===== config.mk =====
export PLATFORM = sky130hd
export DESIGN_NAME = motor_axis_fault_monitor_flat
export DESIGN_NICKNAME = d
export VERILOG_FILES = /design/src/hw/rtl/mafm_pkg.sv /design/src/hw/rtl/mafm_sample_if.sv /design/src/hw/rtl/mafm_result_if.sv /design/src/hw/rtl/mafm_ram.sv /design/src/hw/rtl/mafm_cfg.sv /design/src/hw/rtl/mafm_eval.sv /design/src/hw/rtl/motor_axis_fault_monitor.sv /design/src/flat_wrapper.sv
export SDC_FILE = /design/constraint.sdc
export NUM_CORES = 1
export LEC_CHECK = 0
export ABC_AREA = 1
export BUFFER_PORTS_ARGS = -buffer_cell sky130_fd_sc_hd__buf_2
export CAP_MARGIN = 20
export CORE_UTILIZATION = 45
export CTS_CLUSTER_DIAMETER = 50
export CTS_CLUSTER_SIZE = 20
export DETAILED_ROUTE_END_ITERATION = 10
export SYNTH_ARGS = -nofsm -noshare
export SYNTH_HDL_FRONTEND = slang
export SYNTH_SLANG_ARGS = --single-unit

===== constraint.sdc =====
create_clock -name clk_i -period 4.27 [get_ports clk_i]
set_input_delay 0.6405 -clock clk_i [delete_from_list [all_inputs] [get_ports clk_i]]
set_output_delay 0.6405 -clock clk_i [all_outputs]
set_load 0.01 [all_outputs]

===== src/hw/rtl/mafm_pkg.sv =====
`timescale 1ns / 1ps
`default_nettype none

package mafm_pkg;

  localparam int unsigned CurW     = 16;
  localparam int unsigned PwrW     = 10;
  localparam int unsigned SpdW     = 24;
  localparam int unsigned ErrW     = 24;
  localparam int unsigned CfgIdxW  = 3;
  localparam int unsigned CfgDataW = 23;

  localparam logic [7:0]  OcRunMax = 8'hFF;
  localparam logic [11:0] StRunMax = 12'hFFF;
  localparam logic [2:0]  LeRunMax = 3'h7;

  typedef enum logic {
    OP_SAMPLE = 1'b0,
    OP_WINDOW = 1'b1
  } mafm_op_e;

  typedef enum logic [1:0] {
    MODE_OTHER = 2'd0,
    MODE_JOG   = 2'd1,
    MODE_CYCLE = 2'd2
  } mafm_mode_e;

  typedef enum logic [CfgIdxW-1:0] {
    CFG_CURRENT_LIMIT    = 3'd0,
    CFG_CURRENT_HITS     = 3'd1,
    CFG_STALL_POWER      = 3'd2,
    CFG_STALL_SPEED      = 3'd3,
    CFG_STALL_HITS       = 3'd4,
    CFG_SMALL_ERROR      = 3'd5,
    CFG_LARGE_ERROR      = 3'd6,
    CFG_LARGE_ERROR_HITS = 3'd7
  } mafm_cfg_idx_e;

  typedef struct packed {
    logic [15:0] current_limit;
    logic [7:0]  current_hits;
    logic [9:0]  stall_power;
    logic [15:0] stall_speed;
    logic [11:0] stall_hits;
    logic [22:0] small_error;
    logic [22:0] large_error;
    logic [2:0]  large_error_hits;
  } mafm_cfg_t;

  // per-axis run counters, one memory word
  typedef struct packed {
    logic [7:0]  oc_run;
    logic [11:0] st_run;
    logic [2:0]  le_run;
  } mafm_state_t;

  // sample held in the evaluate stage, magnitudes already taken
  typedef struct packed {
    mafm_op_e        op;
    logic [1:0]      axis;
    logic [CurW-1:0] cur;
    logic [PwrW-1:0] pwr;
    logic [SpdW-1:0] spd_mag;
    logic [ErrW-1:0] err_mag;
    mafm_mode_e      mode;
  } mafm_item_t;

  typedef struct packed {
    logic alarm;
    logic panic;
    logic warn;
    logic estop;
    logic muted;
  } mafm_flags_t;

  function automatic logic [23:0] mag24(input logic [23:0] v);
    logic [23:0] r;
    r = v[23] ? (~v + 24'd1) : v;
    return r;
  endfunction

endpackage

`default_nettype wire


===== src/hw/rtl/mafm_sample_if.sv =====
`timescale 1ns / 1ps
`default_nettype none

interface mafm_sample_if;
  logic               valid;
  logic               ready;
  logic               op;
  logic [1:0]         axis_index;
  logic [15:0]        motor_current;
  logic [9:0]         drive_power;
  logic signed [23:0] belt_speed;
  logic signed [23:0] position_error;
  logic [1:0]         machine_mode;

  modport source (
    output valid, op, axis_index, motor_current, drive_power, belt_speed,
           position_error, machine_mode,
    input  ready
  );
  modport sink (
    input  valid, op, axis_index, motor_current, drive_power, belt_speed,
           position_error, machine_mode,
    output ready
  );
endinterface

`default_nettype wire


===== src/hw/rtl/mafm_result_if.sv =====
`timescale 1ns / 1ps
`default_nettype none

interface mafm_result_if;
  logic       valid;
  logic       ready;
  logic [1:0] result_axis;
  logic       current_alarm;
  logic       stall_panic;
  logic       large_error_warn;
  logic       emergency_stop;
  logic       axis_muted;

  modport source (
    output valid, result_axis, current_alarm, stall_panic, large_error_warn,
           emergency_stop, axis_muted,
    input  ready
  );
  modport sink (
    input  valid, result_axis, current_alarm, stall_panic, large_error_warn,
           emergency_stop, axis_muted,
    output ready
  );
endinterface

`default_nettype wire


===== src/hw/rtl/mafm_ram.sv =====
`timescale 1ns / 1ps
`default_nettype none

module mafm_ram #(
  parameter int unsigned WIDTH = 8,
  parameter int unsigned DEPTH = 4,
  localparam int unsigned AW = (DEPTH > 1) ? $clog2(DEPTH) : 1
) (
  input  wire logic             clk_i,
  input  wire logic             we_i,
  input  wire logic [AW-1:0]    waddr_i,
  input  wire logic [WIDTH-1:0] wdata_i,
  input  wire logic             re_i,
  input  wire logic [AW-1:0]    raddr_i,
  output logic      [WIDTH-1:0] rdata_o
);

  logic [WIDTH-1:0] mem_q [DEPTH];
  logic [WIDTH-1:0] rdata_q;

  always_ff @(posedge clk_i) begin
    if (we_i) begin
      mem_q[waddr_i] <= wdata_i;
    end
    if (re_i) begin
      rdata_q <= mem_q[raddr_i];
    end
  end

  assign rdata_o = rdata_q;

endmodule

`default_nettype wire


===== src/hw/rtl/mafm_cfg.sv =====
`timescale 1ns / 1ps
`default_nettype none

module mafm_cfg
  import mafm_pkg::*;
(
  input  wire logic                clk_i,
  input  wire logic                rst_ni,
  input  wire logic                we_i,
  input  wire logic [CfgIdxW-1:0]  idx_i,
  input  wire logic [CfgDataW-1:0] wdata_i,
  output mafm_cfg_t                cfg_o
);

  mafm_cfg_t cfg_q, cfg_d;

  always_comb begin
    cfg_d = cfg_q;
    if (we_i) begin
      case (mafm_cfg_idx_e'(idx_i))
        CFG_CURRENT_LIMIT:    cfg_d.current_limit    = wdata_i[15:0];
        CFG_CURRENT_HITS:     cfg_d.current_hits     = wdata_i[7:0];
        CFG_STALL_POWER:      cfg_d.stall_power      = wdata_i[9:0];
        CFG_STALL_SPEED:      cfg_d.stall_speed      = wdata_i[15:0];
        CFG_STALL_HITS:       cfg_d.stall_hits       = wdata_i[11:0];
        CFG_SMALL_ERROR:      cfg_d.small_error      = wdata_i[22:0];
        CFG_LARGE_ERROR:      cfg_d.large_error      = wdata_i[22:0];
        CFG_LARGE_ERROR_HITS: cfg_d.large_error_hits = wdata_i[2:0];
        default: ;
      endcase
    end
  end

  always_ff @(posedge clk_i or negedge rst_ni) begin
    if (!rst_ni) begin
      cfg_q.current_limit    <= 16'd4000;
      cfg_q.current_hits     <= 8'd150;
      cfg_q.stall_power      <= 10'd450;
      cfg_q.stall_speed      <= 16'd102;
      cfg_q.stall_hits       <= 12'd3000;
      cfg_q.small_error      <= 23'd1024;
      cfg_q.large_error      <= 23'd15360;
      cfg_q.large_error_hits <= 3'd5;
    end else begin
      cfg_q <= cfg_d;
    end
  end

  assign cfg_o = cfg_q;

endmodule

`default_nettype wire


===== src/hw/rtl/mafm_eval.sv =====
`timescale 1ns / 1ps
`default_nettype none

module mafm_eval
  import mafm_pkg::*;
(
  input  wire mafm_item_t  item_i,
  input  wire mafm_cfg_t   cfg_i,
  input  wire mafm_state_t state_i,
  input  wire logic        mute_i,
  input  wire logic        in_range_i,
  output mafm_state_t      state_o,
  output logic             mute_o,
  output mafm_flags_t      flags_o
);

  logic        moving;
  logic        oc_hit, st_hit, oc_trip, st_trip, small_hit, le_hit;
  logic        mute_oc, mute_st;
  logic [7:0]  oc_inc;
  logic [11:0] st_inc;
  logic [2:0]  le_inc;

  always_comb begin
    moving = (item_i.mode == MODE_JOG) || (item_i.mode == MODE_CYCLE);

    oc_inc  = (state_i.oc_run < OcRunMax) ? state_i.oc_run + 8'd1 : OcRunMax;
    oc_hit  = (item_i.cur > cfg_i.current_limit) && !mute_i;
    oc_trip = oc_hit && (oc_inc > cfg_i.current_hits);
    mute_oc = mute_i || oc_trip;

    st_inc  = (state_i.st_run < StRunMax) ? state_i.st_run + 12'd1 : StRunMax;
    st_hit  = (item_i.pwr > cfg_i.stall_power) &&
              (item_i.spd_mag < {8'd0, cfg_i.stall_speed}) && !mute_oc;
    st_trip = st_hit && (st_inc > cfg_i.stall_hits);
    mute_st = mute_oc || st_trip;

    small_hit = (item_i.err_mag > {1'b0, cfg_i.small_error}) && moving;

    le_inc = (state_i.le_run < LeRunMax) ? state_i.le_run + 3'd1 : LeRunMax;
    le_hit = (item_i.err_mag > {1'b0, cfg_i.large_error}) && (item_i.mode == MODE_CYCLE);

    state_o.oc_run = oc_hit ? oc_inc : 8'd0;
    // a tripped stall run restarts from zero
    state_o.st_run = (st_hit && !st_trip) ? st_inc : 12'd0;
    state_o.le_run = le_hit ? le_inc : 3'd0;
    mute_o         = mute_st || small_hit;

    flags_o = '0;
    if (in_range_i && (item_i.op == OP_SAMPLE)) begin
      flags_o.alarm = oc_trip && moving;
      flags_o.panic = st_trip;
      flags_o.warn  = le_hit;
      flags_o.estop = le_hit && (le_inc > cfg_i.large_error_hits);
      flags_o.muted = mute_o;
    end
  end

endmodule

`default_nettype wire


===== src/hw/rtl/motor_axis_fault_monitor.sv =====
`timescale 1ns / 1ps
`default_nettype none

// Fault monitor for up to AXES belt motors. Takes one transaction per clock while the
// result sink keeps up: the accepting edge reads the axis's run counters from a RAM
// with registered read and loads the evaluate stage, which applies the overcurrent,
// stall and position-error rules; the edge on which the output register is free writes
// the counters back and loads the output register. A write-back register forwards
// counters when the same axis arrives on consecutive cycles, so sustained throughput is
// one item per cycle whenever the result sink keeps up. Mute flags and per-axis counter
// valid bits live in flops cleared by reset; a window transaction clears all mute flags
// at once. Configuration registers may be written only while the block is idle.
module motor_axis_fault_monitor
  import mafm_pkg::*;
#(
  parameter int unsigned AXES = 4
) (
  input  wire logic                clk_i,
  input  wire logic                rst_ni,
  input  wire logic                cfg_we_i,
  input  wire logic [CfgIdxW-1:0]  cfg_idx_i,
  input  wire logic [CfgDataW-1:0] cfg_wdata_i,
  mafm_sample_if.sink              sample_i,
  mafm_result_if.source            result_o
);

  localparam int unsigned AW = (AXES > 1) ? $clog2(AXES) : 1;

  mafm_cfg_t   cfg;
  mafm_item_t  s1_q;
  logic        s1_valid_q;
  logic [AXES-1:0] mute_q, cnt_valid_q;
  logic        wb_valid_q;
  logic [AW-1:0] wb_addr_q;
  mafm_state_t wb_data_q;
  mafm_state_t ram_rdata, state_cur, state_next;
  mafm_flags_t flags;
  logic        mute_cur, mute_next;
  logic        in_accept, s1_fire, out_free, in_range, ram_we;
  logic [AW-1:0] s1_addr, rd_addr;

  logic       out_valid_q;
  logic [1:0] out_axis_q;
  mafm_flags_t out_flags_q;

  mafm_cfg u_cfg (
    .clk_i   (clk_i),
    .rst_ni  (rst_ni),
    .we_i    (cfg_we_i),
    .idx_i   (cfg_idx_i),
    .wdata_i (cfg_wdata_i),
    .cfg_o   (cfg)
  );

  assign out_free       = !out_valid_q || result_o.ready;
  assign s1_fire        = s1_valid_q && out_free;
  assign sample_i.ready = !s1_valid_q || out_free;
  assign in_accept      = sample_i.valid && sample_i.ready;

  assign rd_addr  = AW'(sample_i.axis_index);
  assign s1_addr  = AW'(s1_q.axis);
  assign in_range = 32'(s1_q.axis) < AXES;
  assign ram_we   = s1_fire && in_range && (s1_q.op == OP_SAMPLE);

  mafm_ram #(
    .WIDTH ($bits(mafm_state_t)),
    .DEPTH (AXES)
  ) u_ram (
    .clk_i   (clk_i),
    .we_i    (ram_we),
    .waddr_i (s1_addr),
    .wdata_i (state_next),
    .re_i    (in_accept),
    .raddr_i (rd_addr),
    .rdata_o (ram_rdata)
  );

  // last write may have landed on the same edge as this item's read
  always_comb begin
    if (wb_valid_q && (wb_addr_q == s1_addr)) begin
      state_cur = wb_data_q;
    end else if (in_range && cnt_valid_q[s1_addr]) begin
      state_cur = ram_rdata;
    end else begin
      state_cur = '0;
    end
    mute_cur = in_range ? mute_q[s1_addr] : 1'b0;
  end

  mafm_eval u_eval (
    .item_i     (s1_q),
    .cfg_i      (cfg),
    .state_i    (state_cur),
    .mute_i     (mute_cur),
    .in_range_i (in_range),
    .state_o    (state_next),
    .mute_o     (mute_next),
    .flags_o    (flags)
  );

  always_ff @(posedge clk_i) begin
    if (in_accept) begin
      s1_q.op      <= mafm_op_e'(sample_i.op);
      s1_q.axis    <= sample_i.axis_index;
      s1_q.cur     <= sample_i.motor_current;
      s1_q.pwr     <= sample_i.drive_power;
      s1_q.spd_mag <= mag24(sample_i.belt_speed);
      s1_q.err_mag <= mag24(sample_i.position_error);
      s1_q.mode    <= mafm_mode_e'(sample_i.machine_mode);
    end
    if (ram_we) begin
      wb_addr_q <= s1_addr;
      wb_data_q <= state_next;
    end
    if (s1_fire) begin
      out_axis_q  <= s1_q.axis;
      out_flags_q <= flags;
    end
  end

  always_ff @(posedge clk_i or negedge rst_ni) begin
    if (!rst_ni) begin
      s1_valid_q  <= 1'b0;
      out_valid_q <= 1'b0;
      wb_valid_q  <= 1'b0;
      mute_q      <= '0;
      cnt_valid_q <= '0;
    end else begin
      if (sample_i.ready) begin
        s1_valid_q <= sample_i.valid;
      end
      if (out_free) begin
        out_valid_q <= s1_valid_q;
      end
      if (ram_we) begin
        wb_valid_q           <= 1'b1;
        cnt_valid_q[s1_addr] <= 1'b1;
        mute_q[s1_addr]      <= mute_next;
      end
      if (s1_fire && (s1_q.op == OP_WINDOW)) begin
        mute_q <= '0;
      end
    end
  end

  assign result_o.valid            = out_valid_q;
  assign result_o.result_axis      = out_axis_q;
  assign result_o.current_alarm    = out_flags_q.alarm;
  assign result_o.stall_panic      = out_flags_q.panic;
  assign result_o.large_error_warn = out_flags_q.warn;
  assign result_o.emergency_stop   = out_flags_q.estop;
  assign result_o.axis_muted       = out_flags_q.muted;

endmodule

`default_nettype wire


===== src/flat_wrapper.sv =====
// flat-port wrapper written by rule: the top's interface ports become plain ports
module motor_axis_fault_monitor_flat import mafm_pkg::*;
#(
  parameter int unsigned AXES = 4
)
  (clk_i, rst_ni, cfg_we_i, cfg_idx_i, cfg_wdata_i, sample_i_valid, sample_i_op, sample_i_axis_index, sample_i_motor_current, sample_i_drive_power, sample_i_belt_speed, sample_i_position_error, sample_i_machine_mode, sample_i_ready, result_o_valid, result_o_result_axis, result_o_current_alarm, result_o_stall_panic, result_o_large_error_warn, result_o_emergency_stop, result_o_axis_muted, result_o_ready);
  mafm_sample_if sample_i_i ();
  mafm_result_if result_o_i ();
  input  wire logic clk_i;
  input  wire logic rst_ni;
  input  wire logic cfg_we_i;
  input  wire logic [CfgIdxW-1:0] cfg_idx_i;
  input  wire logic [CfgDataW-1:0] cfg_wdata_i;
  input wire logic [$bits(sample_i_i.valid)-1:0] sample_i_valid;
  input wire logic [$bits(sample_i_i.op)-1:0] sample_i_op;
  input wire logic [$bits(sample_i_i.axis_index)-1:0] sample_i_axis_index;
  input wire logic [$bits(sample_i_i.motor_current)-1:0] sample_i_motor_current;
  input wire logic [$bits(sample_i_i.drive_power)-1:0] sample_i_drive_power;
  input wire logic [$bits(sample_i_i.belt_speed)-1:0] sample_i_belt_speed;
  input wire logic [$bits(sample_i_i.position_error)-1:0] sample_i_position_error;
  input wire logic [$bits(sample_i_i.machine_mode)-1:0] sample_i_machine_mode;
  output wire logic [$bits(sample_i_i.ready)-1:0] sample_i_ready;
  output wire logic [$bits(result_o_i.valid)-1:0] result_o_valid;
  output wire logic [$bits(result_o_i.result_axis)-1:0] result_o_result_axis;
  output wire logic [$bits(result_o_i.current_alarm)-1:0] result_o_current_alarm;
  output wire logic [$bits(result_o_i.stall_panic)-1:0] result_o_stall_panic;
  output wire logic [$bits(result_o_i.large_error_warn)-1:0] result_o_large_error_warn;
  output wire logic [$bits(result_o_i.emergency_stop)-1:0] result_o_emergency_stop;
  output wire logic [$bits(result_o_i.axis_muted)-1:0] result_o_axis_muted;
  input wire logic [$bits(result_o_i.ready)-1:0] result_o_ready;
  assign sample_i_i.valid = sample_i_valid;
  assign sample_i_i.op = sample_i_op;
  assign sample_i_i.axis_index = sample_i_axis_index;
  assign sample_i_i.motor_current = sample_i_motor_current;
  assign sample_i_i.drive_power = sample_i_drive_power;
  assign sample_i_i.belt_speed = sample_i_belt_speed;
  assign sample_i_i.position_error = sample_i_position_error;
  assign sample_i_i.machine_mode = sample_i_machine_mode;
  assign sample_i_ready = sample_i_i.ready;
  assign result_o_valid = result_o_i.valid;
  assign result_o_result_axis = result_o_i.result_axis;
  assign result_o_current_alarm = result_o_i.current_alarm;
  assign result_o_stall_panic = result_o_i.stall_panic;
  assign result_o_large_error_warn = result_o_i.large_error_warn;
  assign result_o_emergency_stop = result_o_i.emergency_stop;
  assign result_o_axis_muted = result_o_i.axis_muted;
  assign result_o_i.ready = result_o_ready;
  motor_axis_fault_monitor #(.AXES(AXES)) u_core (.clk_i(clk_i), .rst_ni(rst_ni), .cfg_we_i(cfg_we_i), .cfg_idx_i(cfg_idx_i), .cfg_wdata_i(cfg_wdata_i), .sample_i(sample_i_i), .result_o(result_o_i));
endmodule

=== Word level (Yosys, flattened, before mapping) ===
Memory sizes are Yosys's and may differ from the RTL's. A register that Yosys moved wholly into a read port is not among the register bits.
Index checks and enable logic that the tools add are counted.

* Equality and inequality tests: 10
* Multiplexer cells: 21
* Reductions and logical operators: 37
* $add $sub $neg: 5
* Bitwise logic cells: 4
* $lt $le $gt $ge: 13

{| class="wikitable"
|+ Operator list
! operator !! number
|-
| two-way mux 23 bit || 4
|-
| adder 24 x 1 -> 24 bit, second input constant || 2
|-
| greater-than comparator 24 x 23 -> 1 bit || 2
|-
| NOT 24 bit || 2
|-
| less-than comparator 24 x 16 -> 1 bit || 1
|-
| two-way mux 12 bit || 2
|-
| greater-than comparator 16 bit || 1
|-
| logical AND 1 bit || 16
|-
| two-way mux 8 bit || 2
|-
| AND reduction 2 bit || 8
|-
| adder 12 x 1 -> 12 bit, second input constant || 1
|-
| == test 3 bit, second input constant || 4
|-
| greater-than comparator 12 bit || 1
|-
| less-than comparator 12 bit, second input constant || 1
|-
| greater-than comparator 10 bit || 1
|-
| adder 8 x 1 -> 8 bit, second input constant || 1
|-
| greater-than comparator 8 bit || 1
|-
| less-than comparator 8 bit, second input constant || 1
|-
| two-way mux 4 bit || 2
|-
| == test 3 x 2 -> 1 bit, second input constant || 2
|-
| logical OR 1 bit || 6
|-
| two-way mux 3 bit || 2
|-
| logical NOT 1 bit || 5
|-
| two-way mux 1 bit || 5
|-
| 16 further kinds || 17
|}

* Input bits: 110
* Word-level logic and storage cells: 123
* Memories: 1
* Output and inout bits: 9
* Bits in writable memories: 92
* Bits in registers: 233

{| class="wikitable"
|+ Memories
! memory !! depth !! bits a word !! read ports !! clocked after memory_dff !! wr ports !! line !! RTL
|-
| u_core.u_ram.mem_q || 4 || 23 || 1 || 1 || 1 || mafm_ram.sv:18 || <nowiki>logic [WIDTH-1:0] mem_q [DEPTH];</nowiki>
|}

=== Longest topological paths before layout ===
Gate-level depths: netlist (run 1).

* Word-level depth: 17
* Gate-level depth with buffers: 31
* Mapped depth without buffers: 29

=== Hierarchy ===
From an unflattened synthesis (run 1), not the netlist that was laid out.

* Cells, all modules: 2059
* Area, all modules: 18408.9 sq um

{| class="wikitable"
|+ By module, submodules not included
! module !! cells each !! sequential area each (sq um) !! area an instance (sq um) !! times used
|-
| motor_axis_fault_monitor || 537 || 3608.5 || 5636.7 || 1
|-
| mafm_ram || 390 || 3453.3 || 4647.0 || 1
|-
| mafm_cfg || 495 || 2817.7 || 4365.4 || 1
|-
| mafm_eval || 637 || 0.0 || 3759.9 || 1
|}

=== Least setup slack after synthesis (run 1) ===
No wires, ideal clock.

* Path type: input to register
* From: input port result_o_ready
* To: memory u_core.u_ram.mem_q[0][0] (netlist bit), enable pin
* Stages: 6
* Library setup time: 0.405 ns
* Required time: 3.865 ns
* Path buffers: 0
* Arrival time: 3.330 ns
* Setup slack: 0.535 ns
* Path through: inv_1 -> nand2_1 -> nand2_1 -> nor2_1 -> inv_1 -> nor2_1

* Longest elaborated chain between the ends: 5

{| class="wikitable"
|+ Ends and longest elaborated chain
! item !! line !! RTL
|-
| start: declaration || flat_wrapper.sv:30 || <nowiki>input wire logic [$bits(result_o_i.ready)-1:0] result_o_ready;</nowiki>
|-
| logical OR 1 bit || motor_axis_fault_monitor.sv:55 || <nowiki>assign out_free = !out_valid_q || result_o.ready;</nowiki>
|-
| logical AND 1 bit || motor_axis_fault_monitor.sv:56 || <nowiki>assign s1_fire = s1_valid_q && out_free;</nowiki>
|-
| logical AND 1 bit || motor_axis_fault_monitor.sv:63 || <nowiki>assign ram_we = s1_fire && in_range && (s1_q.op == OP_SAMPLE);</nowiki>
|-
| named net u_core.ram_we || motor_axis_fault_monitor.sv:39 || <nowiki>logic in_accept, s1_fire, out_free, in_range, ram_we;</nowiki>
|-
| two-way mux 1 bit || mafm_ram.sv:22 || <nowiki>if (we_i) begin</nowiki>
|-
| two-way mux 1 bit (implied by the code) || mafm_ram.sv:23 || <nowiki>mem_q[waddr_i] <= wdata_i;</nowiki>
|-
| end: declaration || mafm_ram.sv:18 ||
|}

The timed path passes the listed nets, and every way through them passes these cells.

==> results of run 1 <==
[synth_stat cells (8+ instances only)]
master / number
sky130_fd_sc_hd__nand2_2: 11
sky130_fd_sc_hd__dfrtp_1: 90
sky130_fd_sc_hd__clkbuf_1: 36
sky130_fd_sc_hd__nand2_1: 331
sky130_fd_sc_hd__xnor2_1: 20
sky130_fd_sc_hd__nand3_2: 9
sky130_fd_sc_hd__o22ai_1: 24
sky130_fd_sc_hd__nor2_1: 161
sky130_fd_sc_hd__edfxtp_1: 226
sky130_fd_sc_hd__xor2_1: 28
sky130_fd_sc_hd__ha_1: 116
sky130_fd_sc_hd__nand3_1: 46
sky130_fd_sc_hd__nand4_1: 14
sky130_fd_sc_hd__dfstp_2: 32
sky130_fd_sc_hd__or2_2: 8
sky130_fd_sc_hd__inv_1: 225
sky130_fd_sc_hd__nor3_1: 20
sky130_fd_sc_hd__o21ai_0: 202
sky130_fd_sc_hd__a21oi_1: 65
[layout by cell type (no fill, tap or decap), drive strengths merged, types with 3 or more instances in the layout]
cell type	Yosys	layout
dfrtp	90	90
inv	228	234
nor3	20	20
nand2	344	344
o21ai	210	210
ha	116	116
clkbuf	36	44
a21oi	67	67
xnor2	21	21
o21a	3	3
dfstp	32	32
nand3	55	55
clkinv	2	10
nor2	171	171
or2	9	9
o22ai	24	24
nand4	15	15
bufinv	0	5
buf	10	137
edfxtp	226	226
xor2	28	28
[stage by stage]
step                hold slack, ns  worst slack [ns]
CTS                          0.256             0.156
global placement             0.466             0.334
finish                       0.252             0.303
floorplan                    0.345             0.535
global route                 0.258           0.00649
detailed placement           0.463             0.185
[cell families (layout without fill, tap and decap cells)]
family          after synthesis  after routing  synth area share, %
simple gates                618            618                 15.4
flops                       348            348                 57.5
compound gates              315            315                 9.75
buf+inv                     276            433                 6.45
fa+ha+maj                   116            116                 8.44
xor+xnor                     49             49                 2.54
[area by class of cell]
| type | count | area, um^2 | share of cell area [%] |
|---|---|---|---|
| clock buffer | 44 | 1000 | 5.09 |
| multi-input combinational | 1098 | 6260 | 31.8 |
| tap | 511 | 639 | 3.25 |
| inverter | 230 | 870 | 4.41 |
| timing repair buffer | 138 | 773 | 3.93 |
| sequential | 348 | 9880 | 50.2 |
| clock inverter | 21 | 274 | 1.39 |
[layer usage]
layer  GRT usage [%]  share of wire (%)
met5               0                  0
met4            5.94                2.4
met3            2.77                3.7
met2            35.4                 48
met1            27.3                 46
[worst max-delay path, stage by stage, from the launching register on]
cell and delay, ns:
sky130_fd_sc_hd__edfxtp_1 0.54, sky130_fd_sc_hd__xnor2_2 0.22, sky130_fd_sc_hd__nand2_4 0.14, sky130_fd_sc_hd__buf_4 0.23, sky130_fd_sc_hd__nand3_1 0.11, sky130_fd_sc_hd__nand2_2 0.10, sky130_fd_sc_hd__ha_1 0.19, sky130_fd_sc_hd__nand2_1 0.11
sky130_fd_sc_hd__nor2_4 0.21, sky130_fd_sc_hd__nand2_1 0.09, sky130_fd_sc_hd__o21ai_1 0.20, sky130_fd_sc_hd__inv_1 0.07, sky130_fd_sc_hd__ha_1 0.28, sky130_fd_sc_hd__nand2_1 0.06, sky130_fd_sc_hd__nor2_1 0.15, sky130_fd_sc_hd__nand4_1 0.14
sky130_fd_sc_hd__a21oi_1 0.14, sky130_fd_sc_hd__nor2_1 0.06, sky130_fd_sc_hd__nor2_1 0.15, sky130_fd_sc_hd__nand3b_1 0.15, sky130_fd_sc_hd__inv_1 0.16, sky130_fd_sc_hd__nand2_1 0.11, sky130_fd_sc_hd__inv_1 0.08
[state kept, by name (all words and copies together) (netlist names)]
register and cells:
u_core.result_o.axis_muted 1, u_core.result_o.emergency_stop 1, u_core.u_ram.mem_q 92, u_core.cnt_valid_q 4, u_core.wb_data_q 23, u_core.result_o.current_alarm 1, u_core.s1_q 77, u_core.wb_addr_q 2
u_core.wb_valid_q 1, u_core.mute_q 4, u_core.result_o.stall_panic 1, u_core.s1_addr 2, u_core.s1_valid_q 1, u_core.result_o.valid 1, u_core.u_cfg.cfg_o 111, u_core.result_o.result_axis 2
u_core.result_o.large_error_warn 1, u_core.u_ram.rdata_o 23
[final timing paths]
path / to / cells past startpoint / startpoint
setup / recovery: u_core.u_ram.mem_q[2][14] / 22 / u_core.s1_addr[1]
hold / removal: u_core.u_cfg.cfg_o[77] / 1 / rst_ni
setup reg to reg: u_core.u_ram.mem_q[2][14] / 22 / u_core.s1_addr[1]
hold reg to reg: u_core.cnt_valid_q[0] / 1 / u_core.cnt_valid_q[0]
max in group asynchronous: u_core.u_cfg.cfg_o[105] / 2 / rst_ni
min in group clk_i: u_core.s1_q[72] / 1 / sample_i_motor_current[12]
[what timing repair did]
item / in CTS / in global routing
setup buffers: 0 / 3
setup endpoints to repair: 0 / 66
resized for setup: 0 / 4
[power by group]
group	internal (W)	total, W	switching, W
logic	0.000618	0.00168	0.00107
clock network	0.00200	0.00336	0.00136
registers	0.00405	0.00424	0.000184
==> Implementation_results.wiki, run 1 <==
{| class="wikitable"
! Metric !! Value
|-
| RePlAce Congestion || 0.852
|-
| First-pass GRT wire length || 62300 um
|-
| Core Rows || 71
|-
| Total length of routed wires || 39100 um
|-
| Leakage power of the design || 8.66 nW
|-
| Element type at the critical path end || register
|-
| Fraction of layout instances using a drive strength above 1 || 15.5%
|-
| Number of design rule violations left after detail routing || 0
|-
| Max-cap viol count || 0
|-
| Cell Area, Synth || 0.0172 mm^2
|-
| Synthesis-stage register bit count || 348
|-
| Filler instances || 3457
|-
| Worst-Margin Slew || 0.941 ns
|-
| Final hold violation count || 0
|-
| Diodes inserted || 0
|-
| Total clock sinks || 348
|-
| Number of primary I/O pins || 119
|-
| Final clock skew || 0.0139 ns
|-
| Setup violators final || 0
|-
| Routed wire length per instance || 16.4 um
|-
| Number of routed nets with antenna violations || 0
|-
| Area growth from synthesis to layout || 14.5%
|-
| Worst supply voltage drop on vdd || 0.308 mV
|-
| Die Y-Extent || 197 um
|-
| Cts bufs inserted || 36
|-
| Top achievable clock speed || 252 MHz
|-
| Run status || finished, final reports clean
|-
| Post-Synthesis Cells || 1722
|-
| H-tree level count || 2
|-
| Final cell area excluding filler cells || 0.0197 mm^2
|-
| Standard cell area after detailed placement || 0.0184 mm^2
|-
| Path category of the worst min-delay check || in -> async
|-
| Fraction of synthesis flops using an asynchronous set or reset pin || 35.1%
|-
| Iteration-0 DRC Markers || 688
|-
| Clock tree from TritonCTS || done
|-
| Finished Core Util || 52.3%
|-
| Worst-case clock buffer depth || 3
|-
| Vias per Instance || 5.02
|-
| Synthesized area per cell || 9.99 um^2
|-
| Setup repair after global routing missed its margin || no
|-
| Setup slack of the most critical reg-to-reg path || 0.30 ns
|-
| Cell type with the largest total area after synthesis || sky130_fd_sc_hd__edfxtp_1
|-
| X dimension of the die || 197 um
|-
| Period Utilization, post-route || 92.9%
|-
| Critical-path maximum fanout || 15
|-
| Slew margin rel. || 37.1%
|-
| Post-route non-filler standard cell count || 2390
|-
| Total half-perimeter wirelength after legalization and detailed placement || 27600 um
|-
| Vias || 12000
|-
| Required time at the endpoint of the critical path || 4.55 ns
|-
| Post-layout total power || 0.00929 W
|-
| Clock period minus worst slack || 3.97 ns
|-
| Post-synth cell types || 48
|-
| Main synth FF type || sky130_fd_sc_hd__edfxtp_1
|-
| Root Driver || sky130_fd_sc_hd__clkbuf_16
|-
| Sequential-to-total area share from yosys stat || 57.5%
|-
| Startpoint kind of the worst setup timing path || register
|-
| Core Box Area || 0.0377 mm^2
|-
| Post-CTS clock slew at the launch and capture registers of the worst setup and hold paths || 0.07 ns
|-
| Net count of the mapped netlist || 1948
|-
| Final max-slew violation count || 0
|-
| Biggest area contributors in the synthesized netlist || sky130_fd_sc_hd__edfxtp_1, sky130_fd_sc_hd__dfrtp_1, sky130_fd_sc_hd__ha_1
|-
| DP Cell Count || 2322
|-
| Source-to-sink clock delay at the later pin of the worst-skew pair || 0.54 ns
|-
| Post-route setup TNS || 0 ns
|-
| Total die area || 0.0390 mm^2
|-
| Vias in the first global route || 11800
|-
| Pin count of the biggest net entering global routing || 71
|-
| Arrival time of the worst setup path || 4.24 ns
|-
| Aggregate global routing overflow || 0
|-
| Initial Utilization || 45.7%
|-
| Kind of critical path || reg -> reg
|-
| Number of buffers inserted by hold repair at cts || 0
|-
| Number of warnings issued by yosys || 0
|-
| First-pass iteration count of the detailed router || 5
|-
| Initial antenna violation count || 0
|-
| Power density over the cells || 471 mW/mm^2
|-
| Number of nets in the final layout || 2078
|-
| Global-route usage over all layers || 20.7%
|-
| Yosys top cell area share || 39.5%
|-
| PortBufs || 118
|-
| Post-synth EDFFs || 226
|}
(Power assumes the default switching activity.)
==> run 2, diff against run 1 <==
clock period = 4.6 ns   (was 4.27 ns; I/O delays follow)
==> Implementation_results.wiki, run 2 (synthesized netlist as in run 1, its figures left out) <==
{| class="wikitable"
! Metric !! Value
|-
| X dimension of the die || 197 um (unchanged)
|-
| Grt met2 use || 36.2% (+0.77 points)
|-
| Vias in the first global route || 11900 (+1.4%)
|-
| Total half-perimeter wirelength after legalization and detailed placement || 27600 um (about the same)
|-
| Critical-path maximum fanout || 22 (+7)
|-
| Leading cell types in the layout, fill and taps excluded || sky130_fd_sc_hd__nand2_1, sky130_fd_sc_hd__edfxtp_1, sky130_fd_sc_hd__inv_1, sky130_fd_sc_hd__o21ai_0, sky130_fd_sc_hd__nor2_1
|-
| Post-CTS clock slew at the launch and capture registers of the worst setup and hold paths || 0.06 ns (about the same)
|-
| Number of flip-flops under the largest register name || 111 (unchanged)
|-
| RePlAce Congestion || 0.863 (+1.3%)
|-
| Final max-slew violation count || 0 (unchanged)
|-
| Arrival time of the worst setup path || 4.40 ns (+0.16 ns)
|-
| Required time at the endpoint of the critical path || 4.89 ns (+0.34 ns)
|-
| Global-route usage over all layers || 21.1% (+0.47 points)
|-
| Power density over the cells || 444 mW/mm^2 (-5.9%)
|-
| Total die area || 0.0390 mm^2 (unchanged)
|-
| Number of nets in the final layout || 2080 (+0.096%)
|-
| Kind of critical path || reg -> reg
|-
| Worst-case clock buffer depth || 3 (unchanged)
|-
| Final hold slack || 0.291 ns (+0.0390 ns)
|-
| Routed wire length per instance || 16.6 um (+1.4%)
|-
| Final hold violation count || 0 (unchanged)
|-
| Leakage power of the design || 8.68 nW (+0.30%)
|-
| Setup violators final || 0 (unchanged)
|-
| Worst-Margin Slew || 0.994 ns (+0.0523 ns)
|-
| First-pass GRT wire length || 63300 um (+1.6%)
|-
| H-tree level count || 2 (unchanged)
|-
| Post-route setup TNS || 0 ns (unchanged)
|-
| Reg-to-reg critical path startpoint || u_core.s1_addr[0]
|-
| Clock period minus worst slack || 4.12 ns (+0.150 ns)
|-
| Final clock skew || 0.0319 ns (+0.0179 ns)
|-
| Commonest non-fill, non-tap cell in the layout || sky130_fd_sc_hd__nand2_1
|-
| Number of primary I/O pins || 119 (unchanged)
|-
| Max incr delay on CP || 0.50 ns (-0.04 ns)
|-
| Fraction of power consumed by the clock network || 37.3% (+1.1 points)
|-
| Post-route non-filler standard cell count || 2395 (+0.21%)
|-
| Total clock sinks || 348 (unchanged)
|-
| Fraction of layout instances using a drive strength above 1 || 15.7% (+0.22 points)
|-
| Die Y-Extent || 197 um (unchanged)
|-
| Vias per Instance || 5.03 (+0.25%)
|-
| Core Box Area || 0.0377 mm^2 (unchanged)
|-
| Run status || finished, final reports clean
|-
| Period Utilization, post-route || 89.5% (-3.4 points)
|-
| Initial Utilization || 45.7% (unchanged)
|-
| Top achievable clock speed || 243 MHz (-3.6%)
|-
| Initial antenna violation count || 0 (unchanged)
|-
| Iteration-0 DRC Markers || 673 (-2.2%)
|-
| PortBufs || 118 (unchanged)
|-
| Path category of the worst min-delay check || in -> reg
|-
| Slew margin rel. || 33.6% (-3.5 points)
|-
| Most used cell, CP || sky130_fd_sc_hd__nand2_1
|-
| Clock tree from TritonCTS || done
|-
| Source-to-sink clock delay at the later pin of the worst-skew pair || 0.57 ns (+0.03 ns)
|-
| Vias || 12000 (+0.46%)
|-
| Setup repair after global routing missed its margin || no
|-
| Max-cap viol count || 0 (unchanged)
|-
| Startpoint kind of the worst setup timing path || register
|-
| Sw Pwr || 0.00251 W (-3.8%)
|-
| Met3 demand-to-capacity share in global routing || 2.66% (-0.10 points)
|-
| Total length of routed wires || 39700 um (+1.6%)
|-
| Gate family responsible for the most delay along the worst path || simple AND/OR/NAND/NOR gates
|-
| Filler instances || 3464 (+0.20%)
|-
| Worst supply voltage drop on vdd || 0.271 mV (-12%)
|-
| Pin count of the biggest net entering global routing || 81 (+14%)
|-
| Most congested layer reported by global routing || met2
|-
| Proportion of power drawn by combinational gates || 17.8% (-0.3 points)
|-
| Number of routed nets with antenna violations || 0 (unchanged)
|-
| Reg power frac || 44.9% (-0.7 points)
|-
| Internal power contribution || 0.00626 W (-6.2%)
|-
| Element type at the critical path end || register
|-
| Number of design rule violations left after detail routing || 0 (unchanged)
|-
| Core Rows || 71 (unchanged)
|-
| Net Sw Frac || 28.6% (+0.52 points)
|-
| Cts bufs inserted || 38 (+5.6%)
|-
| Root Driver || sky130_fd_sc_hd__clkbuf_16
|-
| First-pass iteration count of the detailed router || 5 (unchanged)
|-
| WP buf/inv || 6 (+2)
|-
| Worst Min Path Start || sample_i_motor_current[3]
|-
| Aggregate global routing overflow || 0 (unchanged)
|-
| Met1 usage || 27.3% (+0.044 points)
|-
| CP max stage cell || sky130_fd_sc_hd__edfxtp_1
|-
| Diodes inserted || 0 (unchanged)
|-
| CP startpoint || u_core.s1_addr[0]
|-
| DP Cell Count || 2318 (-0.17%)
|-
| Area growth from synthesis to layout || 14.9%
|}
run 2: final timing paths:
kind,slack [ns],cells past startpoint,to
max in group asynchronous,3.08,4,u_core.u_cfg.cfg_o[13]
worst max-delay path,0.48,27,u_core.u_ram.mem_q[1][12]
min in group asynchronous,0.49,2,u_core.u_cfg.cfg_o[72]
worst max register to register,0.48,27,u_core.u_ram.mem_q[1][12]
worst min-delay path,0.29,1,u_core.s1_q[63]
worst min register to register,0.47,1,u_core.cnt_valid_q[1]
run 2: metrics by stage:
step | worst slack (ns) | total power (W) | util, % | area, um^2
after floorplan | 0.816 | 0.00506 | - | 17200
after global placement | 0.446 | 0.00550 | 48.6 | 18300
after detailed placement | 0.281 | 0.00555 | 48.6 | 18300
after CTS | 0.245 | 0.00886 | 52.2 | 19700
after global routing | 0.0511 | 0.00926 | 52.5 | 19800
final | 0.483 | 0.00877 | 52.5 | 19800
run 2: layer usage:
layer | vias to the layer above | part of all wire, %
met5 | - | 0
met4 | 0 | 2.8
met3 | 66 | 4.2
met2 | 265 | 49
met1 | 5667 | 44
li1 | 6043 | -
run 2: area by class of cell:
type | count | area, um^2 | area share, %
multi-input combinational | 1098 | 6250 | 31.6
inverter | 230 | 872 | 4.41
sequential | 348 | 9880 | 50.0
clock buffer | 41 | 972 | 4.92
tap | 511 | 639 | 3.24
timing repair buffer | 138 | 771 | 3.90
clock inverter | 29 | 382 | 1.93
run 2: what timing repair did:
item	CTS	global route
setup buffers	0	5
hold endpoints to repair	0	4
hold buffers	0	1
endpoints found under the setup margin	0	65
resized for setup	0	4
run 2: power groups by stage:
stage | Combinational, W | Sequential [W] | Clock (W)
finish | 0.00156 | 0.00394 | 0.00327
global route | 0.00183 | 0.00398 | 0.00345
CTS | 0.00156 | 0.00394 | 0.00335
detailed placement | 0.00156 | 0.00400 | 0
global placement | 0.00151 | 0.00399 | 0
floorplan | 0.00112 | 0.00394 | 0
run 2: worst register-to-register path: stages, from the launching register on:
cell and delay [ns]:
sky130_fd_sc_hd__edfxtp_1 0.50, sky130_fd_sc_hd__nand2_2 0.11, sky130_fd_sc_hd__nand2_1 0.06, sky130_fd_sc_hd__nor2_2 0.12, sky130_fd_sc_hd__nand2_4 0.20, sky130_fd_sc_hd__buf_4 0.27, sky130_fd_sc_hd__nand3_1 0.09, sky130_fd_sc_hd__nand2_1 0.07
sky130_fd_sc_hd__ha_1 0.23, sky130_fd_sc_hd__nand2_2 0.12, sky130_fd_sc_hd__nor2_8 0.05, sky130_fd_sc_hd__nand4_4 0.13, sky130_fd_sc_hd__inv_2 0.06, sky130_fd_sc_hd__nor2_1 0.14, sky130_fd_sc_hd__inv_1 0.08, sky130_fd_sc_hd__ha_1 0.30
sky130_fd_sc_hd__nand2_1 0.07, sky130_fd_sc_hd__o21bai_1 0.16, sky130_fd_sc_hd__nand2_1 0.06, sky130_fd_sc_hd__nand2_1 0.04, sky130_fd_sc_hd__a21oi_1 0.14, sky130_fd_sc_hd__nand3_1 0.18, sky130_fd_sc_hd__nand2_1 0.13, sky130_fd_sc_hd__inv_1 0.04
sky130_fd_sc_hd__nand3b_1 0.18, sky130_fd_sc_hd__inv_2 0.15, sky130_fd_sc_hd__nand2_1 0.09, sky130_fd_sc_hd__inv_1 0.08
